<file path="src/rtl/sorted_priority_queue_defines.svh">
// Assertion macros used by the sorted priority queue RTL.
// No dependencies; include by bare file name.
`ifndef SORTED_PRIORITY_QUEUE_DEFINES_SVH
`define SORTED_PRIORITY_QUEUE_DEFINES_SVH

// Implication checked every clock edge, disabled in reset.
`define SPQ_ASSERT_IMP(label, clk, rst_n, ante, cons, msg) \
    label: assert property (@(posedge clk) disable iff (!rst_n) (ante) |-> (cons)) \
        else $error(msg);

// Next-cycle implication, disabled in reset.
`define SPQ_ASSERT_NEXT(label, clk, rst_n, ante, cons, msg) \
    label: assert property (@(posedge clk) disable iff (!rst_n) (ante) |=> (cons)) \
        else $error(msg);

`endif

</file>
<file path="src/rtl/spq_pkg.sv">
// Package for the sorted priority queue: command and status codes, payload structs.
// No dependencies.
package spq_pkg;
    localparam logic [1:0] CMD_INSERT = 2'd0;
    localparam logic [1:0] CMD_REMOVE = 2'd1;
    localparam logic [1:0] CMD_POP    = 2'd2;
    localparam logic [1:0] CMD_DECKEY = 2'd3;

    localparam logic [1:0] ST_DONE  = 2'd0;
    localparam logic [1:0] ST_MISS  = 2'd1;
    localparam logic [1:0] ST_FULL  = 2'd2;

    typedef struct packed {
        logic [1:0]  cmd;
        logic [15:0] node_id;
        logic [31:0] key_in;
    } t_in_item;

    typedef struct packed {
        logic [15:0] out_node;
        logic [31:0] out_key;
        logic [1:0]  status;
        logic [6:0]  entry_count;
    } t_out_item;
endpackage

</file>
<file path="src/rtl/sorted_priority_queue.sv">
// Sorted priority queue: one command at a time, entries held sorted in a RAM.
// A pop or remove on an empty queue goes straight to done with a miss status.
// Any other command walks the RAM one entry per cycle (search, then shift),
// set by the single RAM read port. busy is high while a command runs; the
// result appears for one cycle with o_done and cannot be stalled. Out of reset
// the queue is empty; no clearing pass is needed.
// Depends on spq_pkg, spq_ram and sorted_priority_queue_defines.svh.
`include "sorted_priority_queue_defines.svh"

module sorted_priority_queue #(
    parameter int CAPACITY  = 64,
    parameter int KEY_WIDTH = 32
) (
    input  logic              i_clk,
    input  logic              i_rst_n,
    input  logic              start,
    output logic              busy,
    input  spq_pkg::t_in_item i_item,
    output logic              o_done,
    output spq_pkg::t_out_item o_item
);
    localparam int AW = $clog2(CAPACITY);
    localparam int CW = $clog2(CAPACITY + 1);
    localparam int EW = 16 + KEY_WIDTH;

    localparam logic [3:0] S_IDLE  = 4'd0;
    localparam logic [3:0] S_FIND  = 4'd1;  // scan for id, read issued
    localparam logic [3:0] S_DEL   = 4'd2;  // shift left from delete point
    localparam logic [3:0] S_INS   = 4'd3;  // scan from top for insert point
    localparam logic [3:0] S_DONE  = 4'd4;
    localparam logic [3:0] S_PREP  = 4'd5;  // check room, then set up the insert scan

    logic [3:0]           r_state, n_state;
    logic [1:0]           r_cmd;
    logic [15:0]          r_id;
    logic [KEY_WIDTH-1:0] r_key;
    logic [CW-1:0]        r_cnt;
    logic [CW-1:0]        r_pos;        // running index
    logic [15:0]          r_onode;
    logic [KEY_WIDTH-1:0] r_okey;
    logic [1:0]           r_st;
    logic                 r_rd;         // read in flight for r_rpos

    logic                 we;
    logic [AW-1:0]        waddr, raddr;
    logic [EW-1:0]        wdata, rdata;
    logic [15:0]          rd_id;
    logic [KEY_WIDTH-1:0] rd_key;

    spq_ram #(.WIDTH(EW), .DEPTH(CAPACITY)) u_ram (
        .i_clk(i_clk), .i_we(we), .i_waddr(waddr), .i_wdata(wdata),
        .i_raddr(raddr), .o_rdata(rdata)
    );

    assign rd_id  = rdata[EW-1 -: 16];
    assign rd_key = rdata[KEY_WIDTH-1:0];
    assign busy   = (r_state != S_IDLE);

    // r_pos is the address read this cycle; rdata next cycle holds entry r_pos-prev.
    logic [CW-1:0] r_rpos;

    always_comb begin
        n_state = r_state;
        we      = 1'b0;
        waddr   = r_rpos[AW-1:0];
        wdata   = {r_id, r_key};
        raddr   = r_pos[AW-1:0];
        unique case (r_state)
            S_IDLE, S_DONE, S_PREP: ;
            S_FIND: ;
            S_DEL: begin
                // entry r_rpos read; write it one slot down
                if (r_rd) begin
                    we    = 1'b1;
                    waddr = AW'(r_rpos - CW'(1));
                    wdata = rdata;
                end
            end
            S_INS: begin
                // entry r_rpos read; shift up if its key exceeds the new key
                if (r_rd) begin
                    we = 1'b1;
                    if (rd_key > r_key) begin
                        waddr = AW'(r_rpos + CW'(1));
                        wdata = rdata;
                    end else begin
                        waddr = AW'(r_rpos + CW'(1));
                    end
                end else if (r_pos == '0 && r_rpos == '1) begin
                    we    = 1'b1;
                    waddr = '0;
                end
            end
            default: ;
        endcase
    end

    always_ff @(posedge i_clk) begin
        if (!i_rst_n) begin
            r_state <= S_IDLE;
            r_cnt   <= '0;
            o_done  <= 1'b0;
            r_rd    <= 1'b0;
        end else begin
            o_done <= (r_state == S_DONE);
            unique case (r_state)
                S_IDLE: begin
                    if (start) begin
                        r_cmd   <= i_item.cmd;
                        r_id    <= i_item.node_id;
                        r_key   <= KEY_WIDTH'(i_item.key_in);
                        r_onode <= i_item.node_id;
                        r_pos   <= '0;
                        r_rd    <= 1'b0;
                        // insert and decrease key echo the new key
                        if (i_item.cmd == spq_pkg::CMD_INSERT
                            || i_item.cmd == spq_pkg::CMD_DECKEY) begin
                            r_okey <= KEY_WIDTH'(i_item.key_in);
                        end else begin
                            r_okey <= '0;
                        end
                        if (i_item.cmd == spq_pkg::CMD_INSERT) begin
                            r_st    <= spq_pkg::ST_DONE;
                            r_state <= S_PREP;
                        end else if (r_cnt == '0) begin
                            if (i_item.cmd == spq_pkg::CMD_DECKEY) begin
                                r_st    <= spq_pkg::ST_DONE;
                                r_state <= S_PREP;
                            end else begin
                                r_st    <= spq_pkg::ST_MISS;
                                r_state <= S_DONE;
                            end
                        end else begin
                            r_st    <= spq_pkg::ST_DONE;
                            r_state <= S_FIND;
                        end
                    end
                end
                S_FIND: begin
                    // issue reads in order, compare each in the cycle after its read
                    if (r_rd && (rd_id == r_id || r_cmd == spq_pkg::CMD_POP)) begin
                        if (r_cmd != spq_pkg::CMD_DECKEY) begin
                            r_onode <= rd_id;
                            r_okey  <= rd_key;
                        end else begin
                            r_okey  <= r_key;
                        end
                        // next read starts at the following entry
                        r_pos   <= r_rpos + CW'(1);
                        r_rd    <= 1'b0;
                        r_state <= S_DEL;
                    end else if (r_pos == r_cnt) begin
                        if (!r_rd || r_rpos + CW'(1) == r_cnt) begin
                            r_rd <= 1'b0;
                            if (r_cmd == spq_pkg::CMD_DECKEY) begin
                                r_okey  <= r_key;
                                r_state <= S_PREP;
                            end else begin
                                r_st    <= spq_pkg::ST_MISS;
                                r_state <= S_DONE;
                            end
                        end
                    end else begin
                        r_rpos <= r_pos;
                        r_pos  <= r_pos + CW'(1);
                        r_rd   <= 1'b1;
                    end
                end
                S_DEL: begin
                    if (r_pos < r_cnt) begin
                        r_rpos <= r_pos;
                        r_pos  <= r_pos + CW'(1);
                        r_rd   <= 1'b1;
                    end else if (!r_rd || r_rpos + CW'(1) == r_pos) begin
                        r_rd <= 1'b0;
                        if (!r_rd) begin
                            r_cnt <= r_cnt - CW'(1);
                            if (r_cmd == spq_pkg::CMD_DECKEY) begin
                                r_state <= S_PREP;
                            end else begin
                                r_state <= S_DONE;
                            end
                        end
                    end
                end
                S_PREP: begin
                    if (r_cnt == CW'(CAPACITY)) begin
                        r_st    <= spq_pkg::ST_FULL;
                        r_state <= S_DONE;
                    end else if (r_cnt == '0) begin
                        r_rd    <= 1'b0;
                        r_rpos  <= '1;
                        r_pos   <= '0;
                        r_state <= S_INS;
                    end else begin
                        // read top entry first
                        r_rpos  <= '0;
                        r_pos   <= r_cnt - CW'(1);
                        r_rd    <= 1'b0;
                        r_state <= S_INS;
                    end
                end
                S_INS: begin
                    if (r_rd) begin
                        if (rd_key > r_key && r_rpos != '0) begin
                            r_rpos <= r_rpos - CW'(1);
                            r_pos  <= r_rpos - CW'(2);
                            r_rd   <= 1'b1;
                        end else if (rd_key > r_key) begin
                            // shifted entry 0; new one goes to slot 0
                            r_rd   <= 1'b0;
                            r_rpos <= '1;
                            r_pos  <= '0;
                        end else begin
                            r_cnt   <= r_cnt + CW'(1);
                            r_rd    <= 1'b0;
                            r_state <= S_DONE;
                        end
                    end else if (r_pos == '0 && r_rpos == '1) begin
                        r_cnt   <= r_cnt + CW'(1);
                        r_state <= S_DONE;
                    end else begin
                        r_rpos <= r_pos;
                        r_pos  <= r_pos - CW'(1);
                        r_rd   <= 1'b1;
                    end
                end
                S_DONE: begin
                    r_state <= S_IDLE;
                end
                default: r_state <= S_IDLE;
            endcase
        end
    end

    always_comb begin
        o_item.out_node    = r_onode;
        o_item.out_key     = 32'(r_okey);
        o_item.status      = r_st;
        o_item.entry_count = 7'(r_cnt);
    end

    `SPQ_ASSERT_IMP(a_cnt_range, i_clk, i_rst_n, 1'b1, r_cnt <= CW'(CAPACITY), "count overflow")
    `SPQ_ASSERT_NEXT(a_done_idle, i_clk, i_rst_n, o_done, 1'b1, "done check")
    `SPQ_ASSERT_IMP(a_full_no_grow, i_clk, i_rst_n, o_done && r_st == spq_pkg::ST_FULL,
        r_cnt == CW'(CAPACITY), "full status with room")
endmodule

</file>
<file path="src/rtl/spq_ram.sv">
// Generic single-port-write, single-read RAM with registered read data.
// No dependencies.
module spq_ram #(
    parameter int WIDTH = 48,
    parameter int DEPTH = 64
) (
    input  logic                     i_clk,
    input  logic                     i_we,
    input  logic [$clog2(DEPTH)-1:0] i_waddr,
    input  logic [WIDTH-1:0]         i_wdata,
    input  logic [$clog2(DEPTH)-1:0] i_raddr,
    output logic [WIDTH-1:0]         o_rdata
);
    logic [WIDTH-1:0] r_mem [DEPTH];

    always_ff @(posedge i_clk) begin
        if (i_we) begin
            r_mem[i_waddr] <= i_wdata;
        end
        o_rdata <= r_mem[i_raddr];
    end
endmodule
</file>
<file path="config.mk">
export PLATFORM = sky130hd
export DESIGN_NAME = sorted_priority_queue
export DESIGN_NICKNAME = d
export VERILOG_FILES = /design/src/rtl/spq_pkg.sv /design/src/rtl/sorted_priority_queue.sv /design/src/rtl/spq_ram.sv
export VERILOG_INCLUDE_DIRS = /design/src /design/src/rtl
export SDC_FILE = /design/constraint.sdc
export NUM_CORES = 2
export LEC_CHECK = 0
export BUFFER_PORTS_ARGS = -buffer_cell sky130_fd_sc_hd__clkbuf_2
export CORE_MARGIN = 2
export CORE_UTILIZATION = 40
export DETAILED_ROUTE_END_ITERATION = 10
export PLACE_DENSITY_LB_ADDON = 0.15
export SLEW_MARGIN = 20
export SYNTH_ARGS = -nofsm -noshare
export SYNTH_HDL_FRONTEND = slang
export SYNTH_HIERARCHICAL = 1
export SYNTH_SLANG_ARGS = --single-unit
</file>
<file path="constraint.sdc">
create_clock -name i_clk -period 6 [get_ports i_clk]
set_input_delay 0.3 -clock i_clk [delete_from_list [all_inputs] [get_ports i_clk]]
set_output_delay 0.3 -clock i_clk [all_outputs]
set_load 0.02 [all_outputs]
</file>
======== Word level (Yosys, flattened, before mapping) ========
Memory sizes are Yosys's and may differ from the RTL's. A register that Yosys moved wholly into a read port is not among the register bits.
Cells that the tools add are included.
operators by class
  $add $sub $neg .......................... 7
  $lt $le $gt $ge ......................... 2
  eq/ne operators ......................... 40
  multiplexer cells ....................... 93
  reductions and logical operators ........ 28
operators by type and width
  cell                                              number
  two-way mux 32 bit                                7
  two-way mux 7 bit                                 26
  two-way mux 48 bit                                3
  one-hot mux 48 bit (2 select lines)               1
  one-hot mux 32 bit (2 select lines)               1
  two-way mux 4 bit                                 13
  two-way mux 16 bit                                3
  one-hot mux 7 bit (5 select lines)                1
  greater-than comparator 32 bit                    1
  one-hot mux 16 bit (2 select lines)               1
  inequality test 2 bit, second input constant      15
  one-hot mux 7 bit (4 select lines)                1
  inequality test 3 bit, second input constant      9
  AND reduction 8 bit                               3
  adder 7 x 1 -> 7 bit, second input constant       3
  equality test 7 bit                               3
  subtractor 7 x 1 -> 7 bit, second input constant  3
  one-hot mux 4 bit (5 select lines)                1
  two-way mux 1 bit                                 18
  two-way mux 6 bit                                 3
  equality test 16 bit                              1
  two-way mux 2 bit                                 8
  equality test 7 bit, second input constant        2
  logical NOT 7 bit                                 2
  other kinds (28)                                  41
word-level totals
  bits in registers ....................... 127
  bits in writable memories ............... 3072
  bits of input ports ..................... 53
  output and inout bits ................... 59
  word-level logic and storage cells ...... 183
  memories kept ........................... 1
memory list
  memory       depth  bits a word  read ports  clocked after memory_dff  write ports  RTL line       RTL
  u_ram.r_mem  64     48           1           1                         1            spq_ram.sv:14  logic [WIDTH-1:0] r_mem [DEPTH];

======== Logic depth before layout (Yosys ltp) ========
  depth after elaboration ................. 7
  depth in mapped cells ................... 15
  mapped depth without buffers ............ 11

======== Cells and area by module ========
Netlist, hierarchy kept.
modules (own cells, without submodules)
  module                 times used  cells each  area each (um^2)  sequential area each (um^2)
  spq_ram                1           5247        118190.9          93209.4
  sorted_priority_queue  1           851         8572.0            3663.5

======== Least setup slack after synthesis ========
OpenSTA, ideal clock, no wires.
  path type ............................... reg-to-reg
  start ................................... register r_pos[3]
  end ..................................... memory u_ram.r_mem[48][0], enable pin
  setup time .............................. 0.513 ns
  data arrival time ....................... 5.695 ns
  data required time ...................... 5.487 ns
  setup slack ............................. -0.208 ns
  cell stages (with the launch flop) ...... 13
  path buffers ............................ 3
  clock period less this slack ............ 6.208 ns
  cell sequence ........................... edfxtp_1 -> buf_6 -> nor4_2 -> nand4_1 -> or3_1 -> buf_2 -> o21ai_0 -> a22oi_1 -> nor2_1 -> a21oi_1 -> clkbuf_1 -> or3_1 -> nor3_1
on the way
  elaborated cells between the ends (all ways) .. 10
  those cells by class .................... mux (8); reduce/logical (2)
RTL lines
  item                                RTL line                      RTL
  start, declared                     sorted_priority_queue.sv:38   logic [CW-1:0] r_pos;
  start signal, assigned              sorted_priority_queue.sv:149  r_pos <= r_rpos + CW'(1);
  start signal, assigned              sorted_priority_queue.sv:165  r_pos <= r_pos + CW'(1);
  start signal, assigned              sorted_priority_queue.sv:172  r_pos <= r_pos + CW'(1);
  logical NOT 7 bit                   sorted_priority_queue.sv:89   end else if (r_pos == '0 && r_rpos == '1) begin
  logical AND 1 bit                   sorted_priority_queue.sv:89
  two-way mux 6 bit                   sorted_priority_queue.sv:89
  two-way mux 6 bit                   sorted_priority_queue.sv:81   if (r_rd) begin
  one-hot mux 6 bit (2 select lines)  sorted_priority_queue.sv:68   unique case (r_state)
  named net waddr[1]                  sorted_priority_queue.sv:45   logic [AW-1:0] waddr, raddr;
  end, declared                       spq_ram.sv:14
The timed path passes the listed nets, and every way through them passes these cells.

======== Worst setup path in the final report ========
  start ................................... register r_rpos[0]
  end ..................................... memory u_ram.r_mem[1][35], enable pin
on the way
  longest elaborated chain between the ends .. 7
  elaborated cells between the ends (all ways) .. 13
  those cells by class .................... add/sub (2); eq/ne (1); mux (9); reduce/logical (1)
RTL lines
  item                                     RTL line                      RTL
  start, declared                          sorted_priority_queue.sv:60   logic [CW-1:0] r_rpos;
  start signal, assigned                   sorted_priority_queue.sv:164  r_rpos <= r_pos;
  start signal, assigned                   sorted_priority_queue.sv:171  r_rpos <= r_pos;
  start signal, assigned                   sorted_priority_queue.sv:206  r_rpos <= r_rpos - CW'(1);
  equality test 7 bit                      sorted_priority_queue.sv:89
  logical AND 1 bit                        sorted_priority_queue.sv:89
  two-way mux 1 bit                        sorted_priority_queue.sv:89
  two-way mux 1 bit                        sorted_priority_queue.sv:81
  one-hot mux 1 bit (2 select lines)       sorted_priority_queue.sv:68
  named net we                             sorted_priority_queue.sv:44   logic we;
  two-way mux 1 bit                        spq_ram.sv:17                 if (i_we) begin
  two-way mux 1 bit (not written as such)  spq_ram.sv:18                 r_mem[i_waddr] <= i_wdata;
The timed path passes the listed nets, and every way through them passes these cells.

==> results.md <==
- Worst Setup Path Type: reg2reg
- Share of the clock period used by the worst path: 0.840
- Remaining max-slew budget at the tightest pin: 0.194
- HPWL reported at the end of detailed placement: 238,000 um
- Total Routing Usage GR: 0.258
- Detail Route Antenna Nets: 0
- Area of the die: roughly 320,000 um2
- Number of gates given a new drive strength after cts: 0
- Vias per inst: around 6.2
- Fin area: around 150,000 um2
- Die span in x: 567 um
- # IOs: ~110
- Fin worst setup slack: a little under 1 ns
- Top_reg_cell synth: edfxtp_1
- Clk_skew: approximately 0.063 ns
- Seq/Total Area, Yosys: 0.764
- Share of synthesized cell area in full adder, half adder and majority cells: 0.00513
- Count of TritonRoute iterations in the first routing pass: 9
- Most frequent standard cell in the layout excluding fill and tap cells: edfxtp_1
- Max clock buf depth: 4
- Worst-case hold slack: a little over 0.09 ns
- Final Routed Wirelength: about 420,000 um
- Number of placed instances, taps included: between 10,000 and 15,000
- IR Drop Worst-Case VDD: ~0.28 mV
- Initial cell density of the core: 0.402
- Total overflow reported by the global router: 0
- Launching element of the worst setup path: r_rpos[0]
- Total power draw: ~62 mW
- Routed via count: 67,800
- Fraction of layout instances using a drive strength above 1: 0.263
- Average instance area after synthesis: 20.8 um2
- Final-stage net count: about 6,600
- First-pass GRT wire length: roughly 570,000 um
- Max Transition Viols Final: 0
- Post-synthesis compound-gate area fraction: 0.0330
- Startpoint of the worst register-to-register path: r_rpos[0]
- Power Density: between 400 and 500 nW/um2
- Number of standard cells after synthesis: 6,098
- Clock slew at the register clock pins of the worst setup and hold paths: ~0.06 ns
- Row Count: 206
- Number of I/O port buffers: about 110
- Maximum net fanout on the critical path: 16
- Final routed wire length divided by cell count: about 38 um
- Post-synth EDFFs: between 3,000 and 4,000
- Number of max-cap violations: 0
- Die Span Y: between 500 and 600 um
- Final setup viols: 0
- Final number of hold-violating endpoints: 0
- Yosys synthesis warning count: 6
- Flop-to-flop setup slack: 0.96 ns
- Launch point of the worst hold path: i_item[45]
- Largest family of logic cells by synthesized area: multiplexers
- Pin count of the biggest net entering global routing: 108
- Required time of the critical path: 6.60 ns
- Post-route minimum period: 5.04 ns
- Slew of the pin with the lowest slew margin: between 1 and 1.5 ns
- Setup TNS Final: 0 ns
- CTS tree: built
- Total core area: about 320,000 um2
- Worst min-delay path category: in2reg
- CP startpoint kind: flip-flop
- Core occupancy in the finished layout: 0.465
- Clock latency on the worst-skew pair: around 0.96 ns
- Number of global-route vias before repair: roughly 66,000
- Result of the run: complete, no violations
- Fraction of registers with async set or reset after synthesis: 0
- Unrepaired setup endpoints after global routing: false
- Final Wtd Congestion: roughly 0.88
- Placed inst area: approximately 130,000 um2
- Post-route DRC violation count: 0
- Max Clk Rate: approximately 200 MHz
- Final Non-Filler Cells: roughly 11,000
- Synth Net Count: 6,203
- Number of buffers created by CTS: 347
- H-tree levels: 5
- Synth Area in Simple Gates: 0.0274
- Mux contribution to synthesized area: 0.149
- Layout overhead on the synthesized area: 15.6%
- Antenna violations before repair: 23
- Kind of capture point of the worst setup path: flip-flop
- CTS Root Buffer Type: clkbuf_16
- Worst path arrival time: between 5 and 6 ns
- Number of DRC violations after detailed-routing iteration 0: roughly 9,700
- Total standard cell area after synthesis: 127,000 um2
- Xor and xnor fraction of the mapped netlist area: 0.00428
- Number of clock sinks: around 3,200
- Pre-CTS WS: between 1 and 1.5 ns
- Register bit count reported by yosys: 3,246
- Post CTS Setup Buffer Count: 0
- Distinct cell type count of the synthesized netlist: 74
- Pleak: around 46 nW
- Top library cells by usage in the layout, fill and taps aside: edfxtp_1, mux4_2, clkbuf_16
-- repair_timing --
| item | in CTS | in global routing |
|---|---|---|
| hold buffers | 52 | 0 |
| endpoints found under the setup margin | 0 | 0 |
| hold endpoints to repair | 104 | 0 |
-- synthesized netlist by cell type (4+ instances only) --
cell type  number  area (um2)
a21oi_1        66         330
nand2_1       219         822
a31oi_1         7        43.8
buf_6          20         225
mux4_2        672       15100
buf_1          19        71.3
nand4_1        73         457
nor2_1        130         488
dfxtp_1        60        1200
or3_1           6        37.5
and2_1          4        25.0
xnor2_1        25         219
clkbuf_1      163         612
a22oi_1        89         668
a211oi_1       41         308
a311o_1        17         170
nor4_1         17         106
edfxtp_1     3186       95700
buf_8          10         150
o221ai_1       43         377
buf_2         107         536
a221oi_1       10        87.6
or2_2          11        68.8
o21ai_0        73         365
xor2_1         30         263
o31a_1          4        35.0
o22a_1         20         175
mux2i_1       239        2390
nor2b_1        28         175
mux2_1         20         225
nand3b_1       39         293
inv_1          55         206
and3_1         23         144
o22ai_1       139         870
nor3_1         17        85.1
nand3_1       110         551
buf_4          29         218
o211ai_1       24         180
nand2b_1       12        75.1
a221o_1        29         290
a21o_1          4        30.0
mux2_2         98        1100
ha_1           52         651
buf_12          8         160
-- where the power goes --
group	total, mW	switching, mW	internal [mW]
logic	14.2	9.07	5.09
clock network	21.7	9.15	12.5
registers	26.4	0.453	25.9
-- critical path: stages (launching register included) --
cell and delay [ns]:
edfxtp_1 0.52, ha_1 0.30, and3_1 0.23, nand4_1 0.12
nor3_1 0.07, o21a_1 0.30, o21ai_0 0.87, nand3_1 0.79
nor2_4 1.11, buf_4 0.39
-- sequential cells by signal (all words and copies together) (netlist names), 3 cells and up --
register / cells
r_key: 32
u_ram/r_mem: 3072
r_onode: 16
u_ram/o_rdata: 48
r_cnt: 7
r_id: 16
r_rpos: 7
r_okey: 32
n_state: 3
r_pos: 7
-- cell type report --
type / instances / area (um2)
diodes: 8 / 20.0
clock buffers: 456 / 9270
clock inverters: 178 / 2220
fillers: 26200 / 169000
inverters: 57 / 214
multi-input cells: 2439 / 28400
flip-flops and latches: 3246 / 96900
well taps: 4160 / 5200
repair buffers: 453 / 4370
-- worst paths after layout --
path,end,depth (start not counted)
worst max register to register,u_ram/r_mem[1][35],9
worst max-delay path,u_ram/r_mem[1][35],9
worst min-delay path,r_id[13],2
worst min register to register,r_cnt[6],2
-- logic make-up (layout without fill, tap and decap cells) --
logic type	Yosys count	in the layout
AO/OA/AOI/OAI	594	594
multiplexers	1029	1029
flip-flops	3246	3246
other	0	8
XOR/XNOR	58	58
buffers and inverters	413	1144
AND/OR/NAND/NOR	706	706
adder cells (fa/ha/maj)	52	52
-- routing by layer --
layer	track usage	vias up	routed length (um)
met3	0.0436	666	35900
met1	0.368	37100	174000
met4	0.0817	8	15000
li1	-	26500	-
met2	0.404	3552	196000
met5	0	-	58
(Power assumes the default switching activity.)
